===== src/design/scpba_pkg.sv =====
// shared types, codes and constants for the size-class packet buffer allocator
// no dependencies
`default_nettype none

package scpba_pkg;

  // block handle space: 32-byte granules over a 64 KiB window
  localparam int HANDLE_W   = 11;
  localparam int NUM_BLOCKS = 2048;
  localparam int HEAP_W     = 17;
  localparam int CAP_W      = 14;
  localparam int CLS_W      = 4;

  // heap geometry
  localparam int HEAP_BYTES = 65536;
  localparam int HDR_BYTES  = 16;
  localparam int HEAP_LIMIT = (HEAP_BYTES < 65536) ? HEAP_BYTES : 65536;

  // request modes
  localparam logic [1:0] MODE_ALLOC  = 2'd0;
  localparam logic [1:0] MODE_FREE   = 2'd1;
  localparam logic [1:0] MODE_RETAIN = 2'd2;
  localparam logic [1:0] MODE_NONE   = 2'd3;

  // result status codes
  localparam logic [2:0] ST_ALLOCATED = 3'd0;
  localparam logic [2:0] ST_NO_CLASS  = 3'd1;
  localparam logic [2:0] ST_HEAP_FULL = 3'd2;
  localparam logic [2:0] ST_REF_DROP  = 3'd3;
  localparam logic [2:0] ST_TO_LIST   = 3'd4;
  localparam logic [2:0] ST_TO_HEAP   = 3'd5;
  localparam logic [2:0] ST_REF_ADD   = 3'd6;

  // link coding: msb set means empty list / end of chain
  localparam logic [11:0] LINK_EMPTY = 12'h800;
  localparam logic [7:0]  REF_MAX    = 8'hff;

  // per-block metadata word
  typedef struct packed {
    logic [11:0] link;
    logic [3:0]  cls;
    logic [7:0]  refs;
    logic [7:0]  flags;
  } meta_t;

  // controller to datapath
  typedef struct packed {
    logic load;   // capture a new request word
    logic exec;   // commit the request and load the result register
  } cmd_t;

  // datapath to controller
  typedef struct packed {
    logic no_result;  // captured request is the unused mode
  } dp_stat_t;

  function automatic logic [16:0] class_bytes(input logic [3:0] k);
    class_bytes = 17'd32 << k;
  endfunction

endpackage

`default_nettype wire


===== src/design/scpba_ctrl.sv =====
// request sequencer and result-valid tracking for the allocator
// depends on scpba_pkg
`default_nettype none

module scpba_ctrl (
  input  wire logic                clk,
  input  wire logic                rst,
  input  wire logic                in_valid,
  output logic                     in_ready,
  output logic                     out_valid,
  input  wire logic                out_ready,
  input  wire scpba_pkg::dp_stat_t stat,
  output scpba_pkg::cmd_t          cmd
);

  import scpba_pkg::*;

  localparam logic S_IDLE = 1'b0;
  localparam logic S_EXEC = 1'b1;

  logic state;
  logic state_next;
  logic out_free;

  assign out_free = !out_valid || out_ready;
  assign in_ready = (state == S_IDLE);

  always_comb begin
    state_next = state;
    cmd.load   = 1'b0;
    cmd.exec   = 1'b0;
    case (state)
      S_IDLE: begin
        if (in_valid) begin
          cmd.load   = 1'b1;
          state_next = S_EXEC;
        end
      end
      S_EXEC: begin
        if (stat.no_result) begin
          state_next = S_IDLE;
        end else if (out_free) begin
          cmd.exec   = 1'b1;
          state_next = S_IDLE;
        end
      end
      default: begin
        state_next = S_IDLE;
      end
    endcase
  end

  always_ff @(posedge clk) begin
    if (rst) begin
      state     <= S_IDLE;
      out_valid <= 1'b0;
    end else begin
      state <= state_next;
      if (cmd.exec) begin
        out_valid <= 1'b1;
      end else if (out_ready) begin
        out_valid <= 1'b0;
      end
    end
  end

endmodule

`default_nettype wire


===== config.mk =====
export PLATFORM = sky130hd
export DESIGN_NAME = scpba_ctrl
export DESIGN_NICKNAME = d
export VERILOG_FILES = /design/src/design/scpba_pkg.sv /design/src/design/scpba_ctrl.sv
export SDC_FILE = /design/constraint.sdc
export NUM_CORES = 1
export LEC_CHECK = 0
export ABC_AREA = 1
export BUFFER_PORTS_ARGS = -buffer_cell sky130_fd_sc_hd__buf_2
export CAP_MARGIN = 10
export CORE_AREA = 10 10 47 49
export CTS_CLUSTER_SIZE = 25
export DETAILED_ROUTE_END_ITERATION = 6
export DIE_AREA = 0 0 57 59
export PLACE_DENSITY = 0.3
export SETUP_SLACK_MARGIN = 0.1
export SLEW_MARGIN = 20
export SYNTH_ARGS = -nofsm -noshare
export SYNTH_HDL_FRONTEND = slang
export SYNTH_SLANG_ARGS = --single-unit

===== constraint.sdc =====
create_clock -name clk -period 0.8 [get_ports clk]
set_input_delay 0.16 -clock clk [delete_from_list [all_inputs] [get_ports clk]]
set_output_delay 0.16 -clock clk [all_outputs]
set_load 0.01 [all_outputs]

# Yosys cells after proc, flatten, opt, wreduce, memory -nomap -nowiden
# Index checks and enable logic that the tools add are counted.
# Widths: inputs -> output; s select.
word_totals:
  reg_bits: 2
  in_bits: 5
  output_inout_bits: 4
  elab_cells: 16
op_classes:
  mux: 10
  bitwise_logic: 1
  n_reduce_logical: 3
ops:
  columns: ["cell", "n"]
  rows:
  - ["$mux 1", 9]
  - ["$pmux 1 s2", 1]
  - ["$reduce_bool 2->1", 1]
  - ["$logic_not 1->1", 1]
  - ["$logic_or 1x1->1", 1]
  - ["$not 1->1", 1]

# Longest topological paths before layout
# Gate-level depths: netlist of the first run.
logic_depth:
  ltp_word: 6
  depth_mapped: 4

# Worst setup path after synthesis of the first run
# OpenSTA, ideal clock, no wires.
synth_timing:
  path_type: "register to output"
  start: "register out_valid"
  end: "output port cmd[0] in the netlist's numbering"
  arrival_ps: 713
  t_required_ps: 640
  path_slack_ps: -73
  stages_incl_launch_ff: 4
  path_buffers: 0
  cell_sequence: "dfxtp_1 inv_1 nor2_4 nor3_1"
synth_rtl:
  columns: ["item", "line_no", "rtl"]
  rows:
  - ["from (decl)", "scpba_ctrl.sv:10", "output logic out_valid,"]
  - ["from (signal assigned)", "scpba_ctrl.sv:56", "out_valid <= 1'b0;"]
  - ["from (signal assigned)", "scpba_ctrl.sv:60", "out_valid <= 1'b1;"]
  - ["from (signal assigned)", "scpba_ctrl.sv:62", "out_valid <= 1'b0;"]
  - ["to (decl)", "scpba_ctrl.sv:13", "output scpba_pkg::cmd_t cmd"]

==> impl_metrics.env, run 1 <==
export IMPL_outcome="finished, violations left"
export IMPL_violations="setup timing"
export IMPL_muxShareOfSynthArea_pct=0
export IMPL_clk_path_buf_depth=2
export IMPL_antenna_cells=0
export IMPL_min_to="state"
export IMPL_grt_pass1_wl_um=572
export IMPL_synthXorXnorAreaFrac_pct=0
export IMPL_synth_largest_area_cell="dfxtp_1"
export IMPL_worstPathArrival_ps=890
export IMPL_hold_viol_final=0
export IMPL_root_buffer="clkbuf_4"
export IMPL_rows=14
export IMPL_fin_worst_skew_ps=2.16
export IMPL_worstSkewPairLatency_ps=220
export IMPL_gp_congestion=0.644
export IMPL_fp_coreArea_sq_um=1400
export IMPL_power_density_nw_per_um2=1610
export IMPL_grt_pass1_vias=129
export IMPL_synth_distinct_cells=9
export IMPL_routed_wl_um=358
export IMPL_rrSetupSlack_ps=-40
export IMPL_syn_to_final_growth_pct=137
export IMPL_synth_seq_cells=2
export IMPL_antenna_found_initial=0
export IMPL_dr_pass1_iters=2
export IMPL_drv_slew=0
export IMPL_period_share_pct=131
export IMPL_critPathMaxStageDelay_ps=330
export IMPL_grt_usage_pct=2.80
export IMPL_setup_viol=6
export IMPL_die_area_sq_um=3360
export IMPL_pwr_share_comb_pct=21.0
export IMPL_fp_dieH_um=59
export IMPL_crit_chain="inv_2, nor2_4, nor3_4, buf_2"
export IMPL_netSwitchingFraction_pct=22.6
export IMPL_pwr_share_seq_pct=26.9
export IMPL_power_internal_mw=0.318
export IMPL_drt_iter0_drc=5
export IMPL_grt_max_degree=5
export IMPL_synthCells=12
export IMPL_max_freq_mhz=951
export IMPL_rsz0062_at_grt="true"
export IMPL_top_usage_layer="met3"
export IMPL_max_cap_viol_count=0
export IMPL_crit_type="reg -> out"
export IMPL_synthSimpleGateAreaFrac_pct=34.9
export IMPL_hpwlAfterDp_um=283
export IMPL_final_core_util_pct=18.2
export IMPL_fillers=166
export IMPL_rr_endpoint="state"
export IMPL_h_tree_depth=1
export IMPL_finalCriticalPeriod_ps=1050
export IMPL_final_cell_area_sq_um=255
export IMPL_slowest_stage="dfxtp_2"
export IMPL_cts_sinks=2
export IMPL_syn_cell_area_sq_um=108
export IMPL_viasPerCell=2.95
export IMPL_wl_per_cell_um=8.52
export IMPL_start_util_pct=7.68
export IMPL_cp_start_kind="register"
export IMPL_min_path_cells=2
export IMPL_die_w_um=57
export IMPL_synthAdderAreaFrac_pct=0
export IMPL_overflow=0
export IMPL_cts_buffers=3
export IMPL_use_met2_pct=1.86
export IMPL_synth_area_per_cell_sq_um=8.97
export IMPL_nNetsFinal=33
export IMPL_ir_drop_v=0.000518
export IMPL_pre_cts_ws_ps=-36.6
export IMPL_pin_count=9
export IMPL_io_buffer_count=8
export IMPL_tightest_slew_ps=141
export IMPL_yosys_warnings=0
export IMPL_holdWs_ps=108
export IMPL_end_kind="primary output"
export IMPL_vias=124
export IMPL_ys_seq_area_share_pct=37.2
export IMPL_synth_top_family_by_area="simple AND/OR/NAND/NOR gates"
export IMPL_relSlewSlack_pct=90.5
export IMPL_rr_worst_depth=5
export IMPL_min_delay_start="rst"
export IMPL_clkPwrFrac_pct=52.2
export IMPL_tns_ps=-675
export IMPL_cp_top_family="flip-flops"
export IMPL_power_leakage_nw=0.121
export IMPL_use_met1_pct=2.13
export IMPL_synth_compound_area_share_pct=17.4
export IMPL_critical_path_buf_inv_count=2
export IMPL_synth_top_area_share_pct=37.2
export IMPL_drc=0
export IMPL_rr_startpoint="state"
export IMPL_p_switching_mw=0.0931
export IMPL_timing_final_ws_setup_ps=-252
export IMPL_syn_num_nets=17
export IMPL_min_path_type="in -> reg"
export IMPL_worstPathMaxFanout=3
export IMPL_required_ps=640
export IMPL_final_layout_size_suffix_gt1_share_pct=96.2
export IMPL_clk_pin_slew_worst_paths_ps=30
export IMPL_place_area_sq_um=183
export IMPL_cts_tree="built"
export IMPL_ant_nets=0
export IMPL_synth_area_leaders="dfxtp_1 37%, nor2_4 21%, o21ba_1 9.3%"
export IMPL_use_met3_pct=5.58
==> power by group through the flow <==
stage	logic [mW]	registers, mW	clock network [mW]
final	0.0862	0.110	0.214
after CTS	0.0849	0.110	0.228
after floorplan	0.0304	0.110	0
after detailed placement	0.0593	0.109	0
after global placement	0.0592	0.109	0
after global routing	0.0941	0.111	0.243
==> Yosys cell counts <==
cell     count
inv_2        1
nor3_1       1
nand2_1      1
a21oi_2      1
nand2_2      1
o21ba_1      1
nor2_4       2
inv_1        2
dfxtp_1      2
==> per-layer routing <==
metal	routed length, um	up-vias
li1	-	65
met1	162	50
met2	104	9
met3	91	0
met4	0	0
met5	0	-
==> layout make-up <==
| cell class | count | area (sq um) | area share (%) |
|---|---|---|---|
| repair buffers | 11 | 81.3 | 31.9 |
| multi-input cells | 7 | 75.1 | 29.4 |
| flip-flops and latches | 2 | 42.5 | 16.7 |
| clock buffers | 3 | 22.5 | 8.82 |
| well taps | 16 | 20.0 | 7.84 |
| inverters | 3 | 13.8 | 5.39 |
==> through the flow <==
stage          total power [mW]  instances
6_report                  0.411         42
5_1_grt                   0.447         42
4_1_cts                   0.423         42
3_5_place_dp              0.168         36
3_3_place_gp              0.168         36
2_1_floorplan             0.140         12
==> registers in the layout (all words and copies together) (netlist names) <==
| name | count |
|---|---|
| out_valid | 1 |
| state | 1 |
==> how the worst max path moves through the flow <==
stage             end  slack [ps]  cells after the start       from
4_1_cts        cmd[0]        -260                      3      state
3_5_place_dp   cmd[0]         -40                      4  out_valid
5_1_grt        cmd[0]        -310                      3      state
6_report       cmd[0]        -250                      4  out_valid
3_3_place_gp   cmd[0]         -40                      4  out_valid
2_1_floorplan   state          60                      4  out_valid
==> repair_timing <==
item / 4_1_cts / 5_1_grt
hold buffers: 0 / 0
endpoints found under the setup margin: 6 / 6
endpoints found under the hold margin: 0 / 0
resized for setup: 5 / 1
pin swaps: 2 / 0
buffers inserted: 3 / 0
==> kinds of logic (layout without fill, tap and decap cells) <==
family	Yosys count	count (layout)
buffers and inverters	3	17
AOI/OAI and AO/OA	2	2
DFF	2	2
and+or+nand+nor	5	5
==> placed cells by master (no fill, tap or decap) <==
cell type / instances
a21oi_2: 1
buf_2: 5
buf_4: 3
buf_6: 3
clkbuf_4: 3
dfxtp_2: 2
inv_2: 2
inv_4: 1
nand2_2: 1
nand2_4: 1
nor2_4: 2
nor3_4: 1
o21ba_1: 1
(Power assumes the default switching activity.)
==> run 2: changes to the inputs <==
--- a/config.mk
+++ b/config.mk
@@ -5,7 +5,6 @@
 export SDC_FILE = /design/constraint.sdc
 export NUM_CORES = 1
 export LEC_CHECK = 0
-export ABC_AREA = 1
 export BUFFER_PORTS_ARGS = -buffer_cell sky130_fd_sc_hd__buf_2
 export CAP_MARGIN = 10
 export CORE_AREA = 10 10 47 49
==> run 2 against run 1 <==
  * The flow still finishes with violations (setup timing)
  * Sequential share of layout area rose by 2.8 points
  * Cell count decreased by 4.8%
  * Count of clock-buffer cells in the layout unchanged
  * Global-route usage shrank 0.26 points
  * Via count up 4.0%
  * Clock skew increased by 0.58 ps
  * Critical path depth is 1 lower
  * Non-clock buffer count stayed put
  * Combinational power is 27% lower
  * Critical path type unchanged
  * Highest routed layer unchanged
==> impl_metrics.env, run 2 <==
export IMPL_async_reset_ff_share_pct=0
export IMPL_use_met1_pct=3.19
export IMPL_synth_top_area_share_pct=41.6
export IMPL_synth_edf_count=0
export IMPL_antenna_cells=0
export IMPL_clkPwrFrac_pct=56.6
export IMPL_p_switching_mw=0.0890
export IMPL_power_density_nw_per_um2=1720
export IMPL_ir_drop_v=0.000552
export IMPL_io_buffer_count=8
export IMPL_gp_congestion=0.559
export IMPL_die_area_sq_um=3360
export IMPL_grt_max_degree=5
export IMPL_top_usage_layer="met3"
export IMPL_clk_path_buf_depth=2
export IMPL_ys_top_cells_by_count="2 x dfxtp_1, 2 x nand2b_1, 2 x nor2b_1"
export IMPL_ys_seq_area_share_pct=41.6
export IMPL_die_w_um=57
export IMPL_synth_distinct_cells=7
export IMPL_start_util_pct=6.87
export IMPL_max_freq_mhz=962
export IMPL_crit_chain="nand2b_1, nor2b_2, buf_2"
export IMPL_synth_main_ff_cell="dfxtp_1"
export IMPL_antenna_found_initial=0
export IMPL_final_common_cell="buf_2"
export IMPL_final_cells=40
export IMPL_ctsHoldBuffers=0
export IMPL_tightest_slew_ps=115
export IMPL_nNetsFinal=31
export IMPL_use_met2_pct=1.24
export IMPL_relSlewSlack_pct=92.3
export IMPL_synthCells=10
export IMPL_cts_sinks=2
export IMPL_critPathMaxStageDelay_ps=310
export IMPL_ant_nets=0
export IMPL_period_share_pct=130
export IMPL_setup_viol=5
export IMPL_pin_count=9
export IMPL_final_layout_size_suffix_gt1_share_pct=83.3
export IMPL_violations="setup timing"
export IMPL_drc=0
export IMPL_yosys_warnings=0
export IMPL_rows=14
export IMPL_cp_start_kind="register"
export IMPL_end_kind="primary output"
export IMPL_tns_ps=-873
export IMPL_synth_area_per_cell_sq_um=9.63
export IMPL_required_ps=640
export IMPL_use_met3_pct=3.86
export IMPL_syn_num_nets=15
export IMPL_h_tree_depth=1
export IMPL_layout_common_cells="6 x buf_2, 3 x clkbuf_4, 3 x buf_4"
export IMPL_power_internal_mw=0.309
export IMPL_worstPathArrival_ps=880
export IMPL_synth_area_leaders="dfxtp_1 42%, and4bb_1 13%, nand2b_1 13%"
export IMPL_slowest_stage="dfxtp_2"
export IMPL_fillers=164
export IMPL_place_inst=36
export IMPL_fp_dieH_um=59
export IMPL_worstSkewPairLatency_ps=230
export IMPL_fp_coreArea_sq_um=1400
export IMPL_rrSetupSlack_ps=-80
export IMPL_drv_slew=0
export IMPL_max_cap_viol_count=0
export IMPL_crit_type="reg -> out"
export IMPL_finalPower_mw=0.398
export IMPL_overflow=0
export IMPL_multi_input_area_sq_um=65.1
export IMPL_syn_to_final_growth_pct=140
export IMPL_power_leakage_nw=0.120
export IMPL_synth_seq_cells=2
export IMPL_final_core_util_pct=16.5
export IMPL_outcome="finished, violations left"
export IMPL_worstPathMaxFanout=2
export IMPL_wl_per_cell_um=9.73
export IMPL_final_seq_area_sq_um=45.0
export IMPL_syn_cell_area_sq_um=96.3
export IMPL_grt_usage_pct=2.54
export IMPL_drt_iter0_drc=1
export IMPL_pwr_share_seq_pct=27.6
export IMPL_viasPerCell=3.23
export IMPL_hold_viol_final=0
export IMPL_routed_wl_um=389
export IMPL_finalCriticalPeriod_ps=1040
export IMPL_fin_worst_skew_ps=2.74
export IMPL_cts_tree="built"
export IMPL_synth_largest_area_cell="dfxtp_1"
export IMPL_timing_final_ws_setup_ps=-240
export IMPL_cts_buffers=3
export IMPL_min_path_type="in -> reg"
export IMPL_grt_pass1_wl_um=572
export IMPL_root_buffer="clkbuf_4"
export IMPL_dr_pass1_iters=3
export IMPL_pwr_share_comb_pct=15.7
export IMPL_rsz0062_at_grt="true"
export IMPL_top_regs="out_valid: 1 flops, state: 1 flops"
export IMPL_grt_pass1_vias=125
export IMPL_netSwitchingFraction_pct=22.4
export IMPL_vias=129
export IMPL_clk_pin_slew_worst_paths_ps=30
## run 2: final timing paths
check,startpoint,end,depth (start not counted)
worst min-delay path,rst,out_valid,2
worst max-delay path,out_valid,cmd[0],3
worst max register to register,out_valid,state,3
worst min register to register,state,out_valid,2
## run 2: timing repair
action                     in CTS  in global routing
gates resized for setup         4                  3
buffers inserted                1                  0
setup endpoints to repair       6                  6
## run 2: cell type report
| cell class | instances | share of cell area [%] |
|---|---|---|
| inverter | 1 | 1.62 |
| multi-input combinational | 7 | 28.1 |
| timing repair buffer | 11 | 32.4 |
| sequential | 2 | 19.5 |
| tap | 16 | 8.65 |
| clock buffer | 3 | 9.73 |
## run 2: cells by family (layout without fill, tap and decap cells)
logic type	Yosys count	after routing	share of synthesized area (%)
AOI/OAI and AO/OA	2	2	15.6
and+or+nand+nor	5	5	39.0
buffers and inverters	1	15	3.89
DFF	2	2	41.6
## run 2: per-layer routing
layer,up-vias,share of wire (%)
li1,63,-
met1,55,59
met2,11,23
met3,0,18
met4,0,0
met5,-,0
## run 2: power groups by stage
stage	Sequential (mW)	Clock [mW]	Combinational (mW)
floorplan	0.111	0	0.0190
global placement	0.111	0	0.0474
detailed placement	0.111	0	0.0487
CTS	0.110	0.239	0.0589
global route	0.111	0.255	0.0671
finish	0.110	0.225	0.0625
## run 2: worst max-delay path: cells and delay by family (launching register included)
family	cells	cell delay, ps
DFF	1	310
and+or+nand+nor	2	210
buffers and inverters	1	130
## run 2: metrics by stage
step / setup slack [ps] / cell area, sq um / hold slack (ps)
global route: -297 / 231 / 87.1
global placement: -42.6 / 175 / 325
CTS: -254 / 219 / 89.8
finish: -240 / 231 / 96.7
floorplan: 39.5 / 100 / 222
detailed placement: -45.5 / 175 / 330
==> run 3: changes to the inputs <==
--- a/config.mk
+++ b/config.mk
@@ -6,12 +6,13 @@
 export NUM_CORES = 1
 export LEC_CHECK = 0
 export BUFFER_PORTS_ARGS = -buffer_cell sky130_fd_sc_hd__buf_2
-export CAP_MARGIN = 10
+export CAP_MARGIN = 20
 export CORE_AREA = 10 10 47 49
 export CTS_CLUSTER_SIZE = 25
 export DETAILED_ROUTE_END_ITERATION = 6
 export DIE_AREA = 0 0 57 59
 export PLACE_DENSITY = 0.3
+export RECOVER_POWER = 25
 export SETUP_SLACK_MARGIN = 0.1
 export SLEW_MARGIN = 20
 export SYNTH_ARGS = -nofsm -noshare
==> constraint.sdc (replaced) <==
create_clock -name clk -period 0.9 [get_ports clk]
set_input_delay 0.18 -clock clk [delete_from_list [all_inputs] [get_ports clk]]
set_output_delay 0.18 -clock clk [all_outputs]
set_load 0.01 [all_outputs]
==> run 3 against run 2 <==
  * The run still ends with setup timing left
  * Critical path depth fell by 1
  * Worst hold slack gained 22 ps
  * Utilization increased by 0.27 points
  * Via count is 5.4% lower
  * Clock power down 9.3%
  * Combinational power down 12%
  * Critical path type unchanged
  * Critical endpoint is now cmd[1]
  * Highest routed layer unchanged
==> impl_metrics.env, run 3 (synthesized netlist as in run 2, its figures left out) <==
export IMPL_cp_start_kind="register"
export IMPL_finalCriticalPeriod_ps=1050
export IMPL_grt_pass1_vias=114
export IMPL_worstSkewPairLatency_ps=230
export IMPL_place_inst=34
export IMPL_max_freq_mhz=955
export IMPL_clk_path_buf_depth=2
export IMPL_multi_input_area_sq_um=70.1
export IMPL_place_area_sq_um=159
export IMPL_final_seq_area_sq_um=45.0
export IMPL_outcome="finished, violations left"
export IMPL_hold_viol_final=0
export IMPL_cp_top_family="flip-flops"
export IMPL_ir_drop_v=0.000783
export IMPL_drv_slew=0
export IMPL_tightest_slew_ps=112
export IMPL_io_buffer_count=8
export IMPL_overflow=0
export IMPL_clk_pin_slew_worst_paths_ps=30
export IMPL_start_util_pct=6.87
export IMPL_drt_iter0_drc=1
export IMPL_worstPathArrival_ps=870
export IMPL_worstPathMaxFanout=4
export IMPL_h_tree_depth=1
export IMPL_vias=122
export IMPL_dr_pass1_iters=2
export IMPL_pin_count=9
export IMPL_power_density_nw_per_um2=1520
export IMPL_power_leakage_nw=0.123
export IMPL_end_kind="primary output"
export IMPL_timing_final_ws_setup_ps=-147
export IMPL_fp_dieH_um=59
export IMPL_ant_nets=0
export IMPL_cts_sinks=2
export IMPL_top_regs="out_valid: 1 flops, state: 1 flops"
export IMPL_final_layout_size_suffix_gt1_share_pct=78.3
export IMPL_max_cap_viol_count=0
export IMPL_pre_cts_ws_ps=11.7
export IMPL_final_cell_area_sq_um=235
export IMPL_crit_type="reg -> out"
export IMPL_period_share_pct=116
export IMPL_fillers=164
export IMPL_rsz0062_at_grt="true"
export IMPL_fin_worst_skew_ps=0.134
export IMPL_die_area_sq_um=3360
export IMPL_min_path_type="in -> reg"
export IMPL_violations="setup timing"
export IMPL_antenna_found_initial=0
export IMPL_antenna_cells=0
export IMPL_gp_congestion=0.561
export IMPL_critical_path_buf_inv_count=1
export IMPL_die_w_um=57
export IMPL_relSlewSlack_pct=92.5
export IMPL_crit_chain="nor2b_2, buf_2"
export IMPL_final_common_cell="buf_2"
export IMPL_setup_viol=4
export IMPL_viasPerCell=3.13
export IMPL_routed_wl_um=408
export IMPL_rows=14
export IMPL_final_cells=39
export IMPL_syn_to_final_growth_pct=144
export IMPL_fp_coreArea_sq_um=1400
export IMPL_critPathMaxStageDelay_ps=350
export IMPL_finalPower_mw=0.357
export IMPL_cts_buffers=3
export IMPL_layout_common_cells="5 x buf_2, 3 x clkbuf_4, 3 x buf_6"
export IMPL_grt_max_degree=5
export IMPL_required_ps=720
export IMPL_nNetsFinal=30
export IMPL_grt_pass1_wl_um=517
export IMPL_root_buffer="clkbuf_4"
export IMPL_grt_usage_pct=2.63
export IMPL_wl_per_cell_um=10.5
export IMPL_slowest_stage="dfxtp_4"
export IMPL_cts_tree="built"
export IMPL_drc=0
run 3: path summary, 6_finish.rpt:
path,from,endpoint,slack [ps],cells past startpoint
setup / recovery,state,cmd[1],-150,2
hold / removal,rst,out_valid,120,2
setup reg to reg,out_valid,state,10,3
hold reg to reg,state,out_valid,530,2
run 3: repair_timing:
item                       in CTS  in global routing
pin swaps                       1                  0
gates cloned                    0                  0
buffers inserted                1                  1
hold buffers                    0                  0
setup endpoints to repair       4                  5
gates resized for setup         3                  6
run 3: stage by stage:
step / hold WS [ps] / TNS (ps) / util (%)
after floorplan: 249 / 0 / -
after global placement: 351 / 0 / 11.3
after detailed placement: 354 / 0 / 11.3
after CTS: 104 / -419 / 14.1
after global routing: 106 / -520 / 16.8
final: 119 / -376 / 16.8
run 3: where the power goes:
part	total (mW)	switching [mW]	internal, mW
logic	0.0553	0.0210	0.0342
clock network	0.204	0.0565	0.148
registers	0.0977	0.00480	0.0929
run 3: per-layer routing:
layer	share of wire, %	global-route usage, %	vias to the layer above
met2	21	0.775	12
met1	54	2.84	50
met5	0	0	-
li1	-	-	60
met4	0	2.01	0
met3	24	5.58	0
run 3: worst register-to-register path: stages (launching register included):
cell      delay [ps]
dfxtp_2          310
buf_4            130
and4bb_1         180
o21ba_1          160
run 3: final cells by class:
type,instances,share of cell area (%)
inverter,1,1.60
tap,16,8.51
sequential,2,19.1
multi-input combinational,7,29.8
clock buffer,3,9.57
timing repair buffer,10,31.4
